[config.mk]
export PLATFORM = sky130hd
export DESIGN_NAME = gcd_lcm_engine_top
export DESIGN_NICKNAME = d
export VERILOG_FILES = /design/src/rtl/core/gle_pkg.sv /design/src/rtl/core/gcd_lcm_engine_top.sv
export SDC_FILE = /design/constraint.sdc
export NUM_CORES = 1
export LEC_CHECK = 0
export CAP_MARGIN = 15
export CELL_PAD_IN_SITES_DETAIL_PLACEMENT = 1
export CELL_PAD_IN_SITES_GLOBAL_PLACEMENT = 2
export CORE_MARGIN = 4
export CORE_UTILIZATION = 37
export CTS_CLUSTER_SIZE = 24
export DETAILED_ROUTE_END_ITERATION = 10
export DONT_BUFFER_PORTS = 1
export GPL_ROUTABILITY_DRIVEN = 0
export PLACE_DENSITY_LB_ADDON = 0.1
export SLEW_MARGIN = 20
export SYNTH_ARGS = -nofsm -noshare
export SYNTH_HDL_FRONTEND = slang
export SYNTH_SLANG_ARGS = --single-unit
[constraint.sdc]
create_clock -name clk -period 13.55 [get_ports clk]
set_clock_uncertainty 0.1 [all_clocks]
set_input_delay 2.0325 -clock clk [delete_from_list [all_inputs] [get_ports clk]]
set_output_delay 2.0325 -clock clk [all_outputs]
set_load 0.01 [all_outputs]
[src/rtl/core/gle_pkg.sv]
`default_nettype none

package gle_pkg;

	typedef logic [1:0] fsm_state_t;

	localparam fsm_state_t ST_IDLE = 2'd0;
	localparam fsm_state_t ST_DIVG = 2'd1;
	localparam fsm_state_t ST_DIVQ = 2'd2;
	localparam fsm_state_t ST_MUL  = 2'd3;

endpackage

`default_nettype wire

[src/rtl/core/gcd_lcm_engine_top.sv]
// Greatest common divisor and least common multiple of two unsigned operands of
// OPERAND_BITS bits (N). An item is taken when start is high and busy is low; the
// result shows for exactly one cycle with done high and must be captured then, as
// the block cannot be stalled. When either operand is zero the result appears in the
// cycle after the item is taken: the gcd is the other operand, lcm is zero. Otherwise
// the item runs its Euclid remainder steps, then the division of operand_a by the gcd
// and then the final multiply by operand_b; each of these works through all N bits
// on one shared add/subtract unit that settles one bit per cycle, and the result is
// registered at the end of the multiply. On an lcm that does not fit in N bits,
// lcm_value is all ones and lcm_overflow is set. A zero operand leaves busy low;
// else busy is high from the cycle after the item is taken until the result shows.
`default_nettype none

module gcd_lcm_engine_top #(
	parameter int OPERAND_BITS = 63
) (
	input  wire                     clk,
	input  wire                     arst_n,
	input  wire                     start,
	output logic                    busy,
	input  wire  [OPERAND_BITS-1:0] operand_a,
	input  wire  [OPERAND_BITS-1:0] operand_b,
	output logic                    done,
	output logic [OPERAND_BITS-1:0] gcd_value,
	output logic [OPERAND_BITS-1:0] lcm_value,
	output logic                    lcm_overflow
);

	localparam int N  = OPERAND_BITS;
	localparam int CW = $clog2(OPERAND_BITS);
	localparam logic [CW-1:0] LAST = CW'(OPERAND_BITS - 1);

	gle_pkg::fsm_state_t state_q;
	logic [CW-1:0]  cnt_q;
	logic           done_q;

	logic [N-1:0]   a_q;
	logic [N-1:0]   b_q;
	logic [N-1:0]   lo_q;
	logic [N-1:0]   dvd_q;
	logic [N-1:0]   rem_q;
	logic [N-1:0]   acc_q;
	logic           ovf_q;
	logic [N-1:0]   gcd_q;
	logic [N-1:0]   lcm_q;
	logic           lcm_ovf_q;

	logic [N:0]     rem_shift;
	logic [N+1:0]   alu_a;
	logic [N+1:0]   alu_b;
	logic [N+1:0]   alu_sum;
	logic           trial_ok;
	logic [N-1:0]   new_rem;
	logic [N-1:0]   dvd_nxt;
	logic           mul_ovf;
	logic           fin_ovf;
	logic           accept;
	logic           zero_in;
	logic           last;

	assign accept  = start && (state_q == gle_pkg::ST_IDLE);
	assign zero_in = (operand_a == '0) || (operand_b == '0);
	assign last    = (cnt_q == LAST);

	// shared add/subtract unit
	always_comb begin
		rem_shift = {rem_q, dvd_q[N-1]};
		if (state_q == gle_pkg::ST_MUL) begin
			alu_a   = {1'b0, acc_q, 1'b0};
			alu_b   = dvd_q[N-1] ? {2'b00, b_q} : '0;
			alu_sum = alu_a + alu_b;
		end else begin
			alu_a   = {1'b0, rem_shift};
			alu_b   = {2'b00, lo_q};
			alu_sum = alu_a - alu_b;
		end
	end

	assign trial_ok = !alu_sum[N+1];
	assign new_rem  = trial_ok ? alu_sum[N-1:0] : rem_shift[N-1:0];
	assign dvd_nxt  = {dvd_q[N-2:0], trial_ok};
	assign mul_ovf  = (alu_sum[N+1:N] != 2'b00);
	assign fin_ovf  = ovf_q || mul_ovf;

	always_ff @(posedge clk or negedge arst_n) begin
		if (!arst_n) begin
			state_q <= gle_pkg::ST_IDLE;
			cnt_q   <= '0;
			done_q  <= 1'b0;
		end else begin
			done_q <= 1'b0;
			unique case (state_q)
				gle_pkg::ST_IDLE: begin
					cnt_q <= '0;
					if (accept) begin
						if (zero_in) begin
							done_q <= 1'b1;
						end else begin
							state_q <= gle_pkg::ST_DIVG;
						end
					end
				end
				gle_pkg::ST_DIVG: begin
					if (last) begin
						cnt_q <= '0;
						if (new_rem == '0) begin
							state_q <= gle_pkg::ST_DIVQ;
						end
					end else begin
						cnt_q <= cnt_q + 1'b1;
					end
				end
				gle_pkg::ST_DIVQ: begin
					if (last) begin
						cnt_q   <= '0;
						state_q <= gle_pkg::ST_MUL;
					end else begin
						cnt_q <= cnt_q + 1'b1;
					end
				end
				gle_pkg::ST_MUL: begin
					if (last) begin
						cnt_q   <= '0;
						state_q <= gle_pkg::ST_IDLE;
						done_q  <= 1'b1;
					end else begin
						cnt_q <= cnt_q + 1'b1;
					end
				end
				default: begin
					state_q <= gle_pkg::ST_IDLE;
					cnt_q   <= '0;
				end
			endcase
		end
	end

	always_ff @(posedge clk) begin
		unique case (state_q)
			gle_pkg::ST_IDLE: begin
				if (accept) begin
					a_q <= operand_a;
					b_q <= operand_b;
					if (zero_in) begin
						gcd_q     <= operand_a | operand_b;
						lcm_q     <= '0;
						lcm_ovf_q <= 1'b0;
					end else begin
						lo_q  <= (operand_a >= operand_b) ? operand_b : operand_a;
						dvd_q <= (operand_a >= operand_b) ? operand_a : operand_b;
						rem_q <= '0;
					end
				end
			end
			gle_pkg::ST_DIVG: begin
				if (last) begin
					rem_q <= '0;
					if (new_rem == '0) begin
						dvd_q <= a_q;
					end else begin
						dvd_q <= lo_q;
						lo_q  <= new_rem;
					end
				end else begin
					rem_q <= new_rem;
					dvd_q <= dvd_nxt;
				end
			end
			gle_pkg::ST_DIVQ: begin
				rem_q <= new_rem;
				dvd_q <= dvd_nxt;
				if (last) begin
					acc_q <= '0;
					ovf_q <= 1'b0;
				end
			end
			gle_pkg::ST_MUL: begin
				dvd_q <= {dvd_q[N-2:0], 1'b0};
				if (!ovf_q) begin
					if (mul_ovf) begin
						ovf_q <= 1'b1;
					end else begin
						acc_q <= alu_sum[N-1:0];
					end
				end
				if (last) begin
					gcd_q     <= lo_q;
					lcm_q     <= fin_ovf ? '1 : alu_sum[N-1:0];
					lcm_ovf_q <= fin_ovf;
				end
			end
			default: begin
			end
		endcase
	end

	assign busy         = (state_q != gle_pkg::ST_IDLE);
	assign done         = done_q;
	assign gcd_value    = gcd_q;
	assign lcm_value    = lcm_q;
	assign lcm_overflow = lcm_ovf_q;

endmodule

`default_nettype wire

Yosys cells after proc, flatten, opt, wreduce, memory -nomap -nowiden:

Index checks and enable logic that the tools add are counted.

* bitwise operators: 1
* magnitude comparators: 1
* equality and inequality tests: 14
* add/sub/neg operators: 3
* multiplexer cells: 53
* reductions and logical operators: 23

Operators with widths (count)
* 2-to-1 mux 63 bit: 25
* case mux 63 bit (2 select lines): 4
* case mux 63 bit (4 select lines): 1
* zero test 63 bit: 3
* case mux 63 bit (3 select lines): 1
* adder 64 x 63 -> 65 bit: 1
* 2-to-1 mux 65 bit: 1
* subtractor 64 x 63 -> 65 bit: 1
* greater-or-equal comparator 63 bit: 1
* OR 63 bit: 1
* inequality test 2 bit, second input constant: 10
* 2-to-1 mux 2 bit: 6
* case mux 6 bit (2 select lines): 1
* nonzero test 2 bit: 5
* 2-to-1 mux 1 bit: 9
* case mux 2 bit (4 select lines): 1
* AND reduction 4 bit: 2
* adder 6 x 1 -> 6 bit, second input constant: 1
* equality test 6 bit, second input constant: 1
* 2-to-1 mux 6 bit: 1
* case mux 1 bit (2 select lines): 3
* AND reduction 2 bit: 3
* AND reduction 6 bit: 1
* AND reduction 5 bit: 1
* other kinds (9): 11

* output and inout bits: 129
* bits in registers: 515

Logic depth before layout (Yosys ltp):

Gate-level depths: netlist (run 1).

* word-level depth: 8
* gate-level depth with buffers: 25

Worst setup path before layout (run 1):

OpenSTA, ideal clock, no wires.

* path kind: input-to-reg
* start point: in start
* end point: reg gcd_q[0] (netlist: gcd_value[0]), enable pin
* setup time: 667 ps
* buffers on the path: 0
* required time: 12783 ps
* setup slack: 941 ps
* arrival time: 11842 ps
* stages on the path: 3
* cells stage by stage: and2_1 o21ai_0 a22oi_1

* longest elaborated chain between the ends: 3

Ends and longest elaborated chain
* start, declared: line gcd_lcm_engine_top.sv:19 `input wire start,`
* logical AND 1 bit: line gcd_lcm_engine_top.sv:61 `assign accept = start && (state_q == gle_pkg::ST_IDLE);`
* inequality test 2 bit (no line)
* AND reduction 4 bit (no line)
* end signal, assigned: line gcd_lcm_engine_top.sv:145 `gcd_q <= operand_a | operand_b;`
* end signal, assigned: line gcd_lcm_engine_top.sv:187 `gcd_q <= lo_q;`
* end, declared: line gcd_lcm_engine_top.sv:44 `logic [N-1:0] gcd_q;`

Every way passes these cells.
A chain may end at the register's enable or synchronous reset.

Worst setup path in the final report (run 1):

* start point: reg dvd_q[62]
* end point: reg lo_q[17], enable pin

* longest elaborated chain between the ends: 7
* elaborated cells between the ends (all ways): 8

Ends and longest elaborated chain
* start, declared: line gcd_lcm_engine_top.sv:40 `logic [N-1:0] dvd_q;`
* start signal, assigned: line gcd_lcm_engine_top.sv:150 `dvd_q <= (operand_a >= operand_b) ? operand_a : operand_b;`
* start signal, assigned: line gcd_lcm_engine_top.sv:159 `dvd_q <= a_q;`
* start signal, assigned: line gcd_lcm_engine_top.sv:161 `dvd_q <= lo_q;`
* 2-to-1 mux 63 bit: line gcd_lcm_engine_top.sv:70 `alu_b = dvd_q[N-1] ? {2'b00, b_q} : '0;`
* adder 64 x 63 -> 65 bit: line gcd_lcm_engine_top.sv:71 `alu_sum = alu_a + alu_b;`
* 2-to-1 mux 65 bit: line gcd_lcm_engine_top.sv:68 `if (state_q == gle_pkg::ST_MUL) begin`
* 2-to-1 mux 63 bit (*): line gcd_lcm_engine_top.sv:80 `assign new_rem = trial_ok ? alu_sum[N-1:0] : rem_shift[N-1:0];`
* zero test 63 bit (*): line gcd_lcm_engine_top.sv:158 `if (new_rem == '0) begin`
* inequality test 2 bit (no line) (*)
* AND reduction 5 bit (no line) (*)
* end signal, assigned: line gcd_lcm_engine_top.sv:149 `lo_q <= (operand_a >= operand_b) ? operand_b : operand_a;`
* end signal, assigned: line gcd_lcm_engine_top.sv:162 `lo_q <= new_rem;`
* end, declared: line gcd_lcm_engine_top.sv:39 `logic [N-1:0] lo_q;`

Every way passes the cells marked *; elsewhere a longest branch is shown, timed or not.

==> impl_results.md, run 1 <==
* Cell-internal power at 0.00286 W
* WP data required at 13.79 ns
* Outcome: finished, final reports clean
* Total track usage at 28.7%
* Final HPWL DP at 112,000 um
* Net Count, Synth at 3,879
* Row Count at 110
* Final setup fails at 0
* Crit share post-route at 65.1%
* Simple-gate share of the synthesized area at 13.8%
* Xor/xnor share of the synthesized area at 2.30%
* Crit-path max FO at 65
* Final hold vios at 0
* CP Data Arrival Time at 9.06 ns
* Crit path max-delay family: compound AO/OA/AOI/OAI gates
* Drt drc at 0
* Critical Path End Type: register
* H-tree level count at 2
* Slew Limit Fails at 0
* Clock buffer depth at 3
* Slew HR at 23.1%
* Post-synthesis async set-or-reset flop share at 1.75%
* Crit path depth at 21
* First-pass GRT wire length at 204,000 um
* NetSw at 0.000831 W
* Gate Count Post-Synth at 3,490
* # IOs at 258
* Reg2reg path depth at 21
* Final min period at 8.82 ns
* Main combinational cell family by area after synthesis: compound AO/OA/AOI/OAI gates
* Yosys top cell area share at 44.8%
* Vias in the first global route at 28.4k
* Setup TNS at 0 ns
* Crit path cell chain: buf_4, and2_1, ha_1, a21oi_1, o21ai_0, a21oi_1, o21ai_1, o2111a_1, o21ai_2, a21o_4, buf_4, mux2_2, nand4_1, or4_1, nor4b_2, nand4b_1, buf_4, buf_4, a31oi_1, a21oi_4, buf_4
* Antenna violations before repair at 10
* Top post-synthesis cells by area: edfxtp_1 45%, ha_1 9.5%, mux2i_1 4.7%, a21oi_1 4.3%, nand2_1 3.5%
* Max_cap viols at 0
* Post-Synth Adder-Cell Area at 9.63%
* Total global routing overflow at 0
* Pwr Density at 99.1 mW/mm2
* Placeable Area at 0.0906 mm2
* Synth Flop Type: edfxtp_1
* Latest clock arrival within the worst-skew pair at 0.70 ns
* CTS Buf Count at 61
* CTS tree: built
* Synthesized area per cell at 9.72 um2
* Nets at 3,800
* Worst-Margin Slew at 1.14 ns
* Critical Path Source: dvd_q[62]
* Leakage at 14.7 nW
* Initial Util at 37.5%
* Layout Area Growth over Synthesis at 9.87%
* Tightest Hold Check Type: register to register
* Total power at 0.00370 W
* Drt first pass iters at 5
* Highest ir drop seen on vdd at 0.0000941 V
* Post-Syn Area at 0.0339 mm2
* Share of cells above drive strength 1 at 5.17%
* Cell mode on critical path: buf_4
* DR iter-0 viols at 2,637
* Reg2reg start: dvd_q[62]
* ANT nets after route at 0
* Drt total wl at 143,000 um
* Switching part of the total at 22.5%
* Synth Area in Compound Gates at 18.3%
* Netlist cell types at 83
* Multiplexer share of the synthesized area at 5.15%
* Startpoint types: register
* Synthesized flop and latch total at 515
* DIE HEIGHT at 311 um
* Routed vias/inst at 6.06
* Worst R2R Setup Slack at 4.73 ns
* Clk pwr share at 49.4%
* Clock root buffer: clkbuf_16
* Setup bufs post-CTS at 0
* Worst reg2reg endpoint: lo_q[17]
* Crit path buf inv count at 5
* Slowest-stage cell, CP: buf_4
* Die X at 311 um
* Port Buffer Count at 0
* Hold Buf Count CTS at 0
* Sink Count at 515
* Ys Warns at 0
* Upper clock frequency limit at 113 MHz
* RSZ-0062 raised after global routing: no
* WS Path Type: register to register
* Post-synth EDFFs at 506
* CP endpoint: lo_q[17]
* Sequential power share at 46.9%
* Largest net degree at the start of global routing at 190
* Clock transition at path regs at 0.06 ns
* Die area at 0.0966 mm2
* CTS-repair resized insts at 0
* Yosys top cell by area: edfxtp_1
* Post-synthesis sequential area ratio at 45.4%
* Routed WL per cell at 30.9 um
* Max incr delay on CP at 0.70 ns
* Comb pwr share at 3.7%
* Vias at 28.1k
## metrics by stage
| stage | cell area, um2 | utilization, % | hold WS [ns] | cells | setup slack (ns) |
|---|---|---|---|---|---|
| after CTS | 37300 | 41.1 | 0.417 | 4639 | 4.84 |
| final | 37300 | 41.2 | 0.415 | 4644 | 4.73 |
| after floorplan | 33900 | - | 0.367 | 3490 | 0.941 |
| after global placement | 35100 | 38.7 | 0.397 | 4524 | 5.04 |
| after detailed placement | 35100 | 38.7 | 0.409 | 4524 | 4.88 |
| after global routing | 37300 | 41.2 | 0.433 | 4643 | 4.37 |
## worst register-to-register path: cells and delay by family, from the launching register on
| family | cells | cell delay, ns |
|---|---|---|
| flip-flops | 1 | 0.33 |
| AND/OR/NAND/NOR | 5 | 0.83 |
| buffers and inverters | 5 | 2.87 |
| multiplexers | 1 | 0.46 |
| AO/OA/AOI/OAI | 9 | 3.53 |
| adder cells (fa/ha/maj) | 1 | 0.32 |
## logic make-up after synthesis
family | Yosys count
flops | 515
buf+inv | 471
xor+xnor | 89
mux | 173
simple gates | 983
fa+ha+maj | 260
compound gates | 999
## Yosys cell counts (30+ instances only)
| cell type | number |
|---|---|
| a211oi_1 | 77 |
| a21o_1 | 40 |
| a21oi_1 | 291 |
| a22oi_1 | 67 |
| and2_1 | 85 |
| clkbuf_1 | 144 |
| edfxtp_1 | 506 |
| ha_1 | 258 |
| inv_1 | 297 |
| mux2i_1 | 161 |
| nand2_1 | 312 |
| nand2b_1 | 41 |
| nand3_1 | 30 |
| nand4_1 | 71 |
| nor2_1 | 259 |
| nor3_1 | 52 |
| nor4_1 | 61 |
| o211ai_1 | 30 |
| o21ai_0 | 214 |
| o21ai_1 | 76 |
| o21bai_1 | 39 |
| xnor2_1 | 46 |
| xor2_1 | 43 |
## sequential cells by signal, indices dropped and copies added, names as in the netlist, 2 cells and up
signal / count
cnt_q: 6
lcm_value: 63
state_q: 2
dvd_q: 63
a_q: 63
b_q: 63
rem_q: 63
lo_q: 63
gcd_value: 63
acc_q: 63
## layer usage
layer / up-vias / track usage (%) / routed length (um)
met5: - / 0 / 0
met4: 0 / 8.76 / 4680
met3: 195 / 5.31 / 11500
met2: 1074 / 44.2 / 63100
met1: 14200 / 41.0 / 64100
li1: 12600 / - / -
## power by group through the flow
stage               Sequential [W]  Combinational (W)  Clock (W)
floorplan                  0.00177          0.0000975          0
global placement           0.00177           0.000135          0
detailed placement         0.00177           0.000137          0
CTS                        0.00173           0.000139    0.00186
global route               0.00173           0.000158    0.00193
finish                     0.00173           0.000138    0.00183
## how the worst min path moves through the flow
stage                     startpoint       end  slack [ns]  cells past startpoint
after floorplan             cnt_q[0]  cnt_q[0]        0.37                      1
after global placement      cnt_q[0]  cnt_q[0]        0.40                      1
after detailed placement    cnt_q[0]  cnt_q[0]        0.41                      1
after CTS                   cnt_q[0]  cnt_q[0]        0.42                      1
after global routing        cnt_q[0]  cnt_q[0]        0.43                      1
final                       cnt_q[0]  cnt_q[0]        0.42                      1
## cells in the final DEF (no fill, tap or decap), types with 20 or more instances in the layout
cell type  count
nand2b_1      41
nor3_1        52
nor2_1       259
ha_1         255
a21oi_1      287
mux2i_1      161
o21a_1        25
and2_1        83
o21bai_1      39
xnor2_1       46
o211ai_1      30
nor4_1        61
a21o_1        39
a211oi_1      77
nand4_1       71
o31ai_1       20
edfxtp_1     506
o21ai_0      214
clkbuf_16     62
o21ai_1       76
nand2_1      310
xor2_1        43
buf_4         30
nand3_1       28
inv_1        297
a22oi_1       66
## final cells by class
type	instances	area, um2
multi-input combinational	2504	16800
clock buffer	69	1580
sequential	515	15400
antenna	5	12.5
timing repair buffer	31	245
fill	10200	53300
inverter	298	1120
clock inverter	46	622
tap	1176	1470
No activity file was read; power rests on OpenSTA's default activity.
==> run 2: changes to the inputs <==
==> constraint.sdc (replaced) <==
create_clock -name clk -period 7.3 [get_ports clk]
set_clock_uncertainty 0.1 [all_clocks]
set_input_delay 1.095 -clock clk [delete_from_list [all_inputs] [get_ports clk]]
set_output_delay 1.095 -clock clk [all_outputs]
set_load 0.01 [all_outputs]
==> impl_results.md, run 2 (synthesized netlist as in run 1, its figures left out) <==
* Outcome: finished, final reports clean (unchanged)
* Leakage at 14.8 nW (was 14.7 nW)
* Port Buffer Count at 0 (unchanged)
* Routed WL per cell at 30.9 um (about the same)
* Worst R2R Setup Slack at 0.34 ns (was 4.73 ns)
* Hold Crit Depth at 0 (was 1)
* Layout Area Growth over Synthesis at 10.6% (was 9.87%)
* Cell-internal power at 0.00528 W (was 0.00286 W)
* Final min period at 6.96 ns (was 8.82 ns)
* Drt total wl at 145,000 um (was 143,000 um)
* Die area at 0.0966 mm2 (unchanged)
* Share of cells above drive strength 1 at 5.82% (was 5.17%)
* CP Data Arrival Time at 7.26 ns (was 9.06 ns)
* Die X at 311 um (unchanged)
* Final setup fails at 0 (unchanged)
* Drt first pass iters at 7 (was 5)
* Met2 Routed Length at 63,100 um (about the same)
* Row Count at 110 (unchanged)
* Antenna violations before repair at 15 (was 10)
* Hold EP: a_q[35] (was cnt_q[0])
* Total track usage at 28.8% (was 28.7%)
* ANT nets after route at 0 (unchanged)
* Placeable Area at 0.0906 mm2 (unchanged)
* Most frequent cells in the layout: 506 x edfxtp_1, 310 x nand2_1, 297 x inv_1 (unchanged)
* WL met3 at 11,700 um (was 11,500 um)
* Final Util at 41.4% (was 41.2%)
* H-tree level count at 2 (unchanged)
* NetSw at 0.00153 W (was 0.000831 W)
* Clock transition at path regs at 0.07 ns (was 0.06 ns)
* Clock buffer depth at 3 (unchanged)
* Slew Limit Fails at 0 (unchanged)
* Max_cap viols at 0 (unchanged)
* Latest clock arrival within the worst-skew pair at 0.70 ns (about the same)
* Clk pwr share at 48.9% (was 49.4%)
* DIE HEIGHT at 311 um (unchanged)
* Setup TNS at 0 ns (unchanged)
* Drt drc at 0 (unchanged)
* Worst reg2reg endpoint: dvd_q[0] (was lo_q[17])
* Largest net degree at the start of global routing at 128 (was 190)
* Worst-Margin Slew at 1.12 ns (was 1.14 ns)
* Tightest Hold Check Type: primary input to register (was register to register)
* Reg2reg start: dvd_q[62] (unchanged)
* Sink Count at 515 (unchanged)
* Commonest non-fill, non-tap cell in the layout: edfxtp_1 (unchanged)
* Dpl cells at 4,551 (was 4,524)
* Highest ir drop seen on vdd at 0.000194 V (was 0.0000941 V)
* CTS Buf Count at 59 (was 61)
* Vias at 28.3k (was 28.1k)
* Total power at 0.00682 W (was 0.00370 W)
* RSZ-0062 raised after global routing: no (unchanged)
* Initial Util at 37.5% (unchanged)
* Reg2reg path depth at 19 (was 21)
* Switching part of the total at 22.5% (about the same)
* Crit-path max FO at 64 (was 65)
* Upper clock frequency limit at 144 MHz (was 113 MHz)
* DR iter-0 viols at 2,775 (was 2,637)
* Nets at 3,826 (was 3,800)
* Startpoint types: register (unchanged)
* Hold path start: operand_a[35] (was cnt_q[0])
* Comb pwr share at 4.0% (was 3.7%)
* Routed vias/inst at 6.04 (was 6.06)
* Vias in the first global route at 28.2k (was 28.4k)
* Slew HR at 24.4% (was 23.1%)
* # IOs at 258 (unchanged)
* Highest Signal Layer: met5 (was met4)
* First-pass GRT wire length at 204,000 um (about the same)
* M1 WL at 64,800 um (was 64,100 um)
* Final HPWL DP at 113,000 um (was 112,000 um)
* Critical Path End Type: register (unchanged)
* Clock root buffer: clkbuf_16 (unchanged)
* Total global routing overflow at 0 (unchanged)
* Setup bufs post-CTS at 0 (unchanged)
* CTS tree: built (unchanged)
* Pwr Density at 182 mW/mm2 (was 99.1 mW/mm2)
* Final hold vios at 0 (unchanged)
* WP data required at 7.60 ns (was 13.79 ns)
* Sequential power share at 47.2% (was 46.9%)
* Finished Layout Cells at 4,675 (was 4,644)
* WS Path Type: register to register (unchanged)
* Crit share post-route at 95.3% (was 65.1%)
==> run 2: cell types whose count changed in the layout (fill, tap and decap cells not counted), sizes merged <==
cell	change
inv	+2
dlygate4sd3	+1
clkinvlp	-1
diode	+8
buf	+27
clkinv	-8
clkbuf	+2
==> run 2: how the worst max path moves through the flow <==
stage / cells past startpoint / endpoint / from / slack, ns
floorplan: 3 / gcd_value[0] / start / 0.67
global placement: 19 / lo_q[11] / dvd_q[62] / 0.51
detailed placement: 19 / lo_q[13] / dvd_q[62] / 0.40
CTS: 19 / lo_q[2] / dvd_q[62] / 0.37
global route: 20 / lo_q[13] / dvd_q[62] / 0.15
finish: 19 / dvd_q[0] / dvd_q[62] / 0.34
==> run 2: layout make-up <==
class / instances / area (um2)
Sequential cell: 515 / 15400
Timing Repair Buffer: 59 / 546
Multi-Input combinational cell: 2504 / 16800
Clock inverter: 39 / 587
Inverter: 298 / 1120
Fill cell: 10100 / 53000
Tap cell: 1176 / 1470
Clock buffer: 71 / 1540
Antenna cell: 13 / 32.5
==> run 2: through the flow <==
| stage | cell area, um2 | worst slack, ns | hold slack [ns] |
|---|---|---|---|
| finish | 37500 | 0.342 | 0.384 |
| global route | 37500 | 0.152 | 0.362 |
| CTS | 37500 | 0.366 | 0.348 |
| detailed placement | 35400 | 0.397 | 0.408 |
| global placement | 35400 | 0.510 | 0.388 |
| floorplan | 33900 | 0.672 | 0.367 |
==> run 2: critical path, cell delays in order (launching register included) <==
cell      delay, ns
edfxtp_1       0.44
buf_12         0.22
and2_1         0.19
ha_1           0.40
nand2_1        0.18
nor4_2         0.47
a211oi_1       0.19
a211oi_1       0.66
a21oi_1        0.33
o21ai_0        0.47
o21ai_0        0.21
mux2i_1        0.24
o22ai_1        0.36
o21ai_0        0.22
nor4_1         0.63
buf_4          0.22
nand4b_1       0.26
buf_12         0.31
nor4_1         0.38
a211oi_2       0.09
==> run 2: metal layers <==
metal / vias up / global-route usage (%)
met5: - / 0
met4: 8 / 8.89
met3: 215 / 6.78
met2: 1084 / 44.3
met1: 14200 / 40.5
li1: 12700 / -
==> run 2: power by group through the flow <==
stage | Combinational [W] | Sequential, W | Clock [W]
global placement | 0.000257 | 0.00328 | 0
CTS | 0.000267 | 0.00321 | 0.00339
global route | 0.000303 | 0.00321 | 0.00353
detailed placement | 0.000262 | 0.00328 | 0
finish | 0.000270 | 0.00321 | 0.00333
floorplan | 0.000181 | 0.00328 | 0
==> run 2: timing repair <==
item                                    in CTS  in global routing
hold endpoints to repair                     9                  0
endpoints found under the setup margin       0                 53
resized for setup                            0                  1
hold buffers                                 1                  0
